$ cat src/rtl/core/olim_pkg.sv
package olim_pkg;

    // Fixed widths of the result fields.
    localparam int ACTIVE_W   = 6;
    localparam int ACTION_W   = 3;
    localparam int STAG_W     = 8;
    localparam int PEND_W     = 5;
    localparam int IN_USER_W  = 3;
    localparam int OUT_DATA_W = 24;
    localparam int OUT_USER_W = ACTION_W;

    localparam logic [ACTIVE_W-1:0] ACTIVE_MAX      = 6'd63;
    localparam logic [ACTIVE_W-1:0] MAX_ACTIVE_INIT = 6'd6;

    typedef logic [ACTION_W-1:0] action_t;

    localparam action_t ACT_PASS    = 3'd0;
    localparam action_t ACT_START   = 3'd1;
    localparam action_t ACT_QUEUE   = 3'd2;
    localparam action_t ACT_DROP    = 3'd3;
    localparam action_t ACT_REMOVED = 3'd4;
    localparam action_t ACT_FREED   = 3'd5;

    // Commands from the controller to the datapath.
    typedef struct packed {
        logic take;
        logic new_req;
        logic search;
        logic free;
        logic head;
        logic shift;
        logic out_load;
    } olim_cmd_t;

    // Status from the datapath to the controller.
    typedef struct packed {
        logic in_kind;
        logic found;
        logic search_end;
        logic dispatch;
        logic shift_end;
        logic out_free;
    } olim_sts_t;

endpackage

$ cat src/rtl/core/olim_ram.sv
module olim_ram #(
    parameter int WIDTH = 8,
    parameter int DEPTH = 16
) (
    input  logic                     clk,
    input  logic                     we,
    input  logic [$clog2(DEPTH)-1:0] waddr,
    input  logic [WIDTH-1:0]         wdata,
    input  logic                     re,
    input  logic [$clog2(DEPTH)-1:0] raddr,
    output logic [WIDTH-1:0]         rdata
);

    logic [WIDTH-1:0] mem [DEPTH];
    logic [WIDTH-1:0] rdata_reg;

    always_ff @(posedge clk)
    begin
        if (we)
        begin
            mem[waddr] <= wdata;
        end
        if (re)
        begin
            rdata_reg <= mem[raddr];
        end
    end

    assign rdata = rdata_reg;

endmodule

$ cat src/rtl/core/olim_ctrl.sv
module olim_ctrl
    import olim_pkg::*;
(
    input  logic      clk,
    input  logic      rst_n,
    input  logic      s_tvalid,
    output logic      s_tready,
    input  olim_sts_t sts,
    output olim_cmd_t cmd
);

    typedef enum logic [6:0] {
        S_IDLE   = 7'b0000001,
        S_NEW    = 7'b0000010,
        S_SEARCH = 7'b0000100,
        S_FREE   = 7'b0001000,
        S_HEAD   = 7'b0010000,
        S_SHIFT  = 7'b0100000,
        S_DONE   = 7'b1000000
    } state_t;

    state_t state_reg;
    state_t state_next;

    always_ff @(posedge clk or negedge rst_n)
    begin
        if (!rst_n)
        begin
            state_reg <= S_IDLE;
        end
        else
        begin
            state_reg <= state_next;
        end
    end

    always_comb
    begin
        cmd        = '0;
        state_next = state_reg;
        unique case (state_reg)
            S_IDLE:
            begin
                if (s_tvalid)
                begin
                    cmd.take   = 1'b1;
                    state_next = sts.in_kind ? S_SEARCH : S_NEW;
                end
            end
            S_NEW:
            begin
                cmd.new_req = 1'b1;
                state_next  = S_DONE;
            end
            S_SEARCH:
            begin
                cmd.search = 1'b1;
                if (sts.found)
                begin
                    state_next = S_SHIFT;
                end
                else if (sts.search_end)
                begin
                    state_next = S_FREE;
                end
            end
            S_FREE:
            begin
                cmd.free   = 1'b1;
                state_next = sts.dispatch ? S_HEAD : S_DONE;
            end
            S_HEAD:
            begin
                cmd.head   = 1'b1;
                state_next = S_SHIFT;
            end
            S_SHIFT:
            begin
                cmd.shift = 1'b1;
                if (sts.shift_end)
                begin
                    state_next = S_DONE;
                end
            end
            S_DONE:
            begin
                if (sts.out_free)
                begin
                    cmd.out_load = 1'b1;
                    state_next   = S_IDLE;
                end
            end
            default:
            begin
                state_next = S_IDLE;
            end
        endcase
    end

    assign s_tready = (state_reg == S_IDLE);

endmodule

$ cat src/rtl/core/olim_datapath.sv
module olim_datapath
    import olim_pkg::*;
#(
    parameter int QUEUE_DEPTH = 16,
    parameter int TAG_BITS    = 8,
    parameter int IN_DATA_W   = ((TAG_BITS + 7) / 8) * 8
) (
    input  logic                  clk,
    input  logic                  rst_n,
    input  logic                  cfg_wen,
    input  logic [ACTIVE_W-1:0]   cfg_wdata,
    input  logic [IN_DATA_W-1:0]  s_tdata,
    input  logic [IN_USER_W-1:0]  s_tuser,
    output logic                  m_tvalid,
    input  logic                  m_tready,
    output logic [OUT_DATA_W-1:0] m_tdata,
    output logic [OUT_USER_W-1:0] m_tuser,
    input  olim_cmd_t             cmd,
    output olim_sts_t             sts
);

    localparam int AW = $clog2(QUEUE_DEPTH);
    localparam int CW = $clog2(QUEUE_DEPTH + 1);
    localparam int PAD_W = OUT_DATA_W - PEND_W - ACTIVE_W - STAG_W - 1;
    localparam logic [CW-1:0] DEPTH_C = CW'(QUEUE_DEPTH);
    localparam logic [CW-1:0] ONE_C   = CW'(1);
    localparam logic [CW-1:0] TWO_C   = CW'(2);

    logic [ACTIVE_W-1:0]   max_reg;
    logic [ACTIVE_W-1:0]   active_reg;
    logic [CW-1:0]         count_reg;
    logic [CW-1:0]         ptr_reg;
    logic                  vld_reg;
    logic                  m_valid_reg;
    logic [TAG_BITS-1:0]   tag_reg;
    logic                  sec_reg;
    logic                  byp_reg;
    action_t               action_reg;
    logic                  stv_reg;
    logic [TAG_BITS-1:0]   stag_reg;
    logic [OUT_DATA_W-1:0] m_tdata_reg;
    action_t               m_tuser_reg;

    logic [ACTIVE_W-1:0]   act_inc;
    logic [ACTIVE_W-1:0]   act_dec;
    logic                  can_start;
    logic                  q_full;
    logic                  match;
    logic                  ptr_below;
    logic [CW-1:0]         ptr_m2;
    logic [TAG_BITS-1:0]   rd_data;
    logic                  ram_we;
    logic                  ram_re;
    logic [AW-1:0]         ram_waddr;
    logic [AW-1:0]         ram_raddr;
    logic [TAG_BITS-1:0]   ram_wdata;

    assign act_inc   = (active_reg == ACTIVE_MAX) ? active_reg : active_reg + 6'd1;
    assign act_dec   = (active_reg == '0) ? active_reg : active_reg - 6'd1;
    assign can_start = byp_reg || (active_reg < max_reg);
    assign q_full    = (count_reg == DEPTH_C);
    // The RAM output belongs to position ptr_reg - 1 whenever vld_reg is set.
    assign match     = vld_reg && (rd_data == tag_reg);
    assign ptr_below = (ptr_reg < count_reg);
    assign ptr_m2    = ptr_reg - TWO_C;

    assign sts.in_kind    = s_tuser[0];
    assign sts.found      = match;
    assign sts.search_end = !match && (ptr_reg == count_reg);
    assign sts.dispatch   = (count_reg != '0) && (act_dec < max_reg);
    assign sts.shift_end  = !ptr_below && !vld_reg;
    assign sts.out_free   = !m_valid_reg || m_tready;

    // Compaction reads entry k+1 and writes it to k in the following cycle, one entry per cycle.
    assign ram_re    = cmd.free || (((cmd.search && !match) || cmd.shift) && ptr_below);
    assign ram_raddr = cmd.free ? '0 : ptr_reg[AW-1:0];
    assign ram_we    = (cmd.new_req && sec_reg && !can_start && !q_full)
                    || (cmd.shift && vld_reg);
    assign ram_waddr = cmd.shift ? ptr_m2[AW-1:0] : count_reg[AW-1:0];
    assign ram_wdata = cmd.shift ? rd_data : tag_reg;

    olim_ram #(
        .WIDTH (TAG_BITS),
        .DEPTH (QUEUE_DEPTH)
    ) u_pending (
        .clk   (clk),
        .we    (ram_we),
        .waddr (ram_waddr),
        .wdata (ram_wdata),
        .re    (ram_re),
        .raddr (ram_raddr),
        .rdata (rd_data)
    );

    always_ff @(posedge clk or negedge rst_n)
    begin
        if (!rst_n)
        begin
            max_reg     <= MAX_ACTIVE_INIT;
            active_reg  <= '0;
            count_reg   <= '0;
            ptr_reg     <= '0;
            vld_reg     <= 1'b0;
            m_valid_reg <= 1'b0;
        end
        else
        begin
            if (cfg_wen)
            begin
                max_reg <= cfg_wdata;
            end
            if (cmd.take)
            begin
                ptr_reg <= '0;
                vld_reg <= 1'b0;
            end
            if (cmd.new_req && sec_reg)
            begin
                if (can_start)
                begin
                    active_reg <= act_inc;
                end
                else if (!q_full)
                begin
                    count_reg <= count_reg + ONE_C;
                end
            end
            if (cmd.search)
            begin
                if (match)
                begin
                    vld_reg <= 1'b0;
                end
                else if (ptr_below)
                begin
                    ptr_reg <= ptr_reg + ONE_C;
                    vld_reg <= 1'b1;
                end
            end
            if (cmd.free)
            begin
                active_reg <= act_dec;
            end
            if (cmd.head)
            begin
                active_reg <= act_inc;
                ptr_reg    <= ONE_C;
                vld_reg    <= 1'b0;
            end
            if (cmd.shift)
            begin
                if (ptr_below)
                begin
                    ptr_reg <= ptr_reg + ONE_C;
                    vld_reg <= 1'b1;
                end
                else
                begin
                    vld_reg <= 1'b0;
                    if (!vld_reg)
                    begin
                        count_reg <= count_reg - ONE_C;
                    end
                end
            end
            if (cmd.out_load)
            begin
                m_valid_reg <= 1'b1;
            end
            else if (m_tready)
            begin
                m_valid_reg <= 1'b0;
            end
        end
    end

    always_ff @(posedge clk)
    begin
        if (cmd.take)
        begin
            tag_reg  <= s_tdata[TAG_BITS-1:0];
            sec_reg  <= s_tuser[1];
            byp_reg  <= s_tuser[2];
            stv_reg  <= 1'b0;
            stag_reg <= '0;
        end
        if (cmd.new_req)
        begin
            if (!sec_reg)
            begin
                action_reg <= ACT_PASS;
            end
            else if (can_start)
            begin
                action_reg <= ACT_START;
                stv_reg    <= 1'b1;
                stag_reg   <= tag_reg;
            end
            else if (!q_full)
            begin
                action_reg <= ACT_QUEUE;
            end
            else
            begin
                action_reg <= ACT_DROP;
            end
        end
        if (cmd.search && match)
        begin
            action_reg <= ACT_REMOVED;
        end
        if (cmd.free)
        begin
            action_reg <= ACT_FREED;
        end
        if (cmd.head)
        begin
            stv_reg  <= 1'b1;
            stag_reg <= rd_data;
        end
        if (cmd.out_load)
        begin
            m_tdata_reg <= {{PAD_W{1'b0}}, PEND_W'(count_reg), active_reg,
                            STAG_W'(stag_reg), stv_reg};
            m_tuser_reg <= action_reg;
        end
    end

    assign m_tvalid = m_valid_reg;
    assign m_tdata  = m_tdata_reg;
    assign m_tuser  = m_tuser_reg;

endmodule

$ cat src/rtl/core/outstanding_request_limiter.sv
// A new request passes through S_NEW to S_DONE, which registers its result word
// once the output is free. A finish event searches the pending tags in turn, and
// the FIFO is compacted entry by entry after a removal or dispatch. One word is
// worked on at a time. Reset (rst_n low, asynchronous) clears the active and
// pending counts and sets the cap to 6; the pending tag RAM is not cleared.
module outstanding_request_limiter
    import olim_pkg::*;
#(
    parameter int QUEUE_DEPTH = 16,
    parameter int TAG_BITS    = 8
) (
    input  logic                                 clk,
    input  logic                                 rst_n,
    input  logic                                 cfg_wen,
    input  logic [ACTIVE_W-1:0]                  cfg_wdata,   // max_active
    input  logic                                 s_tvalid,
    output logic                                 s_tready,
    input  logic [((TAG_BITS + 7) / 8) * 8-1:0]  s_tdata,     // request_tag
    input  logic [IN_USER_W-1:0]                 s_tuser,     // kind, is_secure, is_bypass
    output logic                                 m_tvalid,
    input  logic                                 m_tready,
    // started_valid, started_tag, active_now, pending_now
    output logic [OUT_DATA_W-1:0]                m_tdata,
    output logic [OUT_USER_W-1:0]                m_tuser      // action
);

    localparam int IN_DATA_W = ((TAG_BITS + 7) / 8) * 8;

    olim_cmd_t cmd;
    olim_sts_t sts;

    olim_ctrl u_ctrl (
        .clk      (clk),
        .rst_n    (rst_n),
        .s_tvalid (s_tvalid),
        .s_tready (s_tready),
        .sts      (sts),
        .cmd      (cmd)
    );

    olim_datapath #(
        .QUEUE_DEPTH (QUEUE_DEPTH),
        .TAG_BITS    (TAG_BITS),
        .IN_DATA_W   (IN_DATA_W)
    ) u_datapath (
        .clk       (clk),
        .rst_n     (rst_n),
        .cfg_wen   (cfg_wen),
        .cfg_wdata (cfg_wdata),
        .s_tdata   (s_tdata),
        .s_tuser   (s_tuser),
        .m_tvalid  (m_tvalid),
        .m_tready  (m_tready),
        .m_tdata   (m_tdata),
        .m_tuser   (m_tuser),
        .cmd       (cmd),
        .sts       (sts)
    );

`ifndef NO_ASSERTIONS
    a_cmd_exclusive: assert property (@(posedge clk) disable iff (!rst_n)
        $onehot0({cmd.take, cmd.new_req, cmd.search, cmd.free, cmd.head, cmd.shift,
                  cmd.out_load}))
        else $error("more than one datapath command in a cycle");

    a_head_after_free: assert property (@(posedge clk) disable iff (!rst_n)
        cmd.head |-> $past(cmd.free))
        else $error("head capture without a preceding free");

    a_one_at_a_time: assert property (@(posedge clk) disable iff (!rst_n)
        (s_tvalid && s_tready) |=> !s_tready)
        else $error("word accepted while another is in progress");

    a_start_action: assert property (@(posedge clk) disable iff (!rst_n)
        (m_tvalid && m_tdata[0]) |-> (m_tuser == ACT_START || m_tuser == ACT_FREED))
        else $error("started flag with an action that cannot start a request");
`endif

endmodule
$ cat config.mk
export PLATFORM = sky130hd
export DESIGN_NAME = outstanding_request_limiter
export DESIGN_NICKNAME = d
export VERILOG_FILES = /design/src/rtl/core/olim_pkg.sv /design/src/rtl/core/olim_ram.sv /design/src/rtl/core/olim_ctrl.sv /design/src/rtl/core/olim_datapath.sv /design/src/rtl/core/outstanding_request_limiter.sv
export SDC_FILE = /design/constraint.sdc
export NUM_CORES = 1
export LEC_CHECK = 0
export BUFFER_PORTS_ARGS = -buffer_cell sky130_fd_sc_hd__buf_2
export CAP_MARGIN = 25
export CORE_MARGIN = 4
export CORE_UTILIZATION = 30
export CTS_BUF_LIST = sky130_fd_sc_hd__clkbuf_2
export DETAILED_ROUTE_END_ITERATION = 6
export PLACE_DENSITY = 0.48
export SLEW_MARGIN = 20
export SYNTH_ARGS = -nofsm -noshare
export SYNTH_HDL_FRONTEND = slang
export SYNTH_HIERARCHICAL = 1
export SYNTH_SLANG_ARGS = --single-unit
export TNS_END_PERCENT = 10
$ cat constraint.sdc
create_clock -name clk -period 6 [get_ports clk]
set_clock_uncertainty 0.1 [all_clocks]
set_input_delay 0.3 -clock clk [delete_from_list [all_inputs] [get_ports clk]]
set_output_delay 0.3 -clock clk [all_outputs]
set_load 0.02 [all_outputs]
==> results.toml <==
[run_status]
outcome = "finished clean"

[clock_network]
clkLatencyLatePin_ns = 0.81
h-tree-depth = 2
clk_pin_slew_ns = 0.10
cts_tree = "done"
clockBufferDepth = 3
post_cts_buffers = 0
clkSinkCount = 212
cts_buffers = 55
root_buffer = "clkbuf_2"

[cells_and_area]
final_layout_size_suffix_gt1_share_pct = 24.2
largest_reg_flops = 128
final_nets = 803
antenna_cells = 0
area_growth_pct = 16.2
fillers = 3018

[routing]
drt-total-wl_um = 22700
viasPerCell = 4.88
post_drt_wl_per_cell_um = 19.0
dr.pass1.iters = 4
drtIter0Drc = 373
drc = 0
num_vias = 5822
ant_nets = 0

[power]
ir_worst_vdd_v = 0.000172
power_density_mw_per_mm2 = 356
power.leakage_nw = 4.01

[timing]
rsz0062_at_grt = "no"
finalCritPeriodShare_pct = 68.2
maxSlewViolCount = 0
maxSlewHeadroom_pct = 42.3
fin_setup_tns_ns = 0
finalCriticalPeriod_ns = 4.09
tightestPinTransition_ns = 0.863
setup_viol = 0
hold_viol = 0
holdWs_ns = 0.106
timing.fmax_mhz = 245

[global_route]
antenna_found_initial = 0
grt_overflow = 0
grt_usage_pct = 13.4
grt_max_degree = 33
grtUsageMet3_pct = 2.97
grt_pass1_wl_um = 35600
use_met2_pct = 23.3
grt_pass1_vias = 6362
grtUsageMet1_pct = 16.8
top_usage_layer = "met2"

[logic_synthesis]
syn-instance-count = 631
yosysUniqueCellTypes = 68
ys_seq_elements = 212
ys.flop_type = "edfxtp_1"
syn_area_mm2 = 0.00942
ys_warn_count = 6
ys_seq_area_share_pct = 64.7
yosysTopAreaCell = "edfxtp_1"
yosysTopAreaCellShare_pct = 53.9
synthTopCellsByCount = "edfxtp_1, nand2_1, nor2_1, dfrtp_1, inv_1"
syn_avg_cell_area_um2 = 14.9
synthTopCellsByArea = "edfxtp_1, dfrtp_1, mux4_2, mux4_1, ha_1"
yosysMostFrequentCell = "edfxtp_1"
async_flop_share_pct = 14.6
synth-edff-count = 169

[worst_setup_path]
crit_type = "flop to flop"
required_ns = 6.29
cp_cell_sequence = "nor4_1, and3_1, inv_1, mux2i_1, nand2_1, nor2_1"
cp_slowest_cell = "nor2_1"
cpPeakStageDelay_ns = 0.73
worst_setup_path_start_kind = "flop"
critPathLaunch = "u_ctrl/state_reg[4]"
cp_max_fo = 16
cp.arrival_ns = 4.38
end_kind = "flop"
regToRegStartpoint = "u_ctrl/state_reg[4]"

[floorplanning]
die_area_mm2 = 0.0343
start_util_pct = 30.6
rows = 64
fp.dieW_um = 185
pin_count = 51
die_h_um = 185
coreArea_mm2 = 0.0307

[worst_hold_path]
hold_class = "primary input to flop"
hold_start = "s_tdata[5]"

[job]
drv_cap = 0

[placed_design]
portBuffers = 46
dp_hpwl_um = 15000
gp_congestion = 0.767
[worst paths after layout]
check,endpoint,slack (ns),depth (start not counted)
min in group asynchronous,u_datapath/active_reg[2],0.42,3
setup reg to reg,u_datapath/u_pending/mem[3][7],1.91,6
max in group asynchronous,u_datapath/max_reg[0],4.91,4
hold / removal,u_datapath/tag_reg[5],0.11,2
setup / recovery,u_datapath/u_pending/mem[3][7],1.91,6
hold reg to reg,u_datapath/m_tdata[2],0.31,0
[area by class of cell]
type | count | area (µm²) | area share, %
Inverter | 28 | 105 | 0.961
Multi-Input combinational cell | 368 | 3070 | 28.1
Clock buffer | 79 | 395 | 3.61
Sequential cell | 212 | 6090 | 55.7
Clock inverter | 17 | 97.6 | 0.892
Timing Repair Buffer | 92 | 676 | 6.18
Tap cell | 396 | 495 | 4.53
[stage by stage]
step                setup slack [ns]  total power, W  util (%)  std cells  area (µm²)
floorplan                       2.67         0.00260         -        634        9430
global placement                2.11         0.00291      32.7       1058       10000
detailed placement              1.78         0.00294      32.7       1058       10000
CTS                             1.76         0.00396      35.5       1190       10900
global route                    1.69         0.00417      35.6       1192       10900
finish                          1.91         0.00389      35.6       1192       10900
[logic make-up (layout without fill, tap and decap cells)]
family          after synthesis  in the layout  synth area share [%]
flops                       212            212                  64.7
simple gates                167            167                  8.97
compound gates              102            102                  7.88
buf+inv                      54            216                  2.99
mux                          51             51                  10.4
fa+ha+maj                    24             24                  3.19
xor+xnor                     20             20                  1.86
other cells                   1              4                0.0398
[what timing repair did]
action / 4_1_cts / 5_1_grt
hold buffers: 36 / 1
setup endpoints to repair: 0 / 0
gates resized for setup: 0 / 0
hold endpoints to repair: 61 / 1
[placed cells by master, fill, tap and decap left out, drive strengths merged, types with 7 or more instances in the layout]
cell type,Yosys,routed
nor2,40,40
a21oi,15,15
dfxtp,12,12
buf,14,56
nand2,43,43
o211ai,9,9
inv,28,29
ha,24,24
mux2,9,9
edfxtp,169,169
mux2i,10,10
nor2b,12,12
dlygate4sd3,0,36
a22oi,17,17
xnor2,17,17
clkinv,0,15
nor3,14,14
dfrtp,28,28
clkbuf,9,79
nand3,17,17
o21ai,25,25
nand2b,7,7
mux4,32,32
[critical path, delay by kind of cell (launching register included)]
kind                   cells  cell delay [ns]
muxes                      1             0.65
DFF                        1             0.45
and+or+nand+nor            4             2.16
buffers and inverters      1             0.31
[where the power goes]
group          internal, W  switching (W)  total, W  leakage [nW]
registers          0.00185       0.000130   0.00198          2.02
logic             0.000348       0.000586  0.000934          1.61
clock network     0.000397       0.000573  0.000971         0.377
[per-layer routing]
layer  up-vias  wire [µm]
li1       2714          -
met1      2893       9590
met2       171      11500
met3        44       1120
met4         0        495
met5         -          0
No activity file was read; power rests on OpenSTA's default activity.
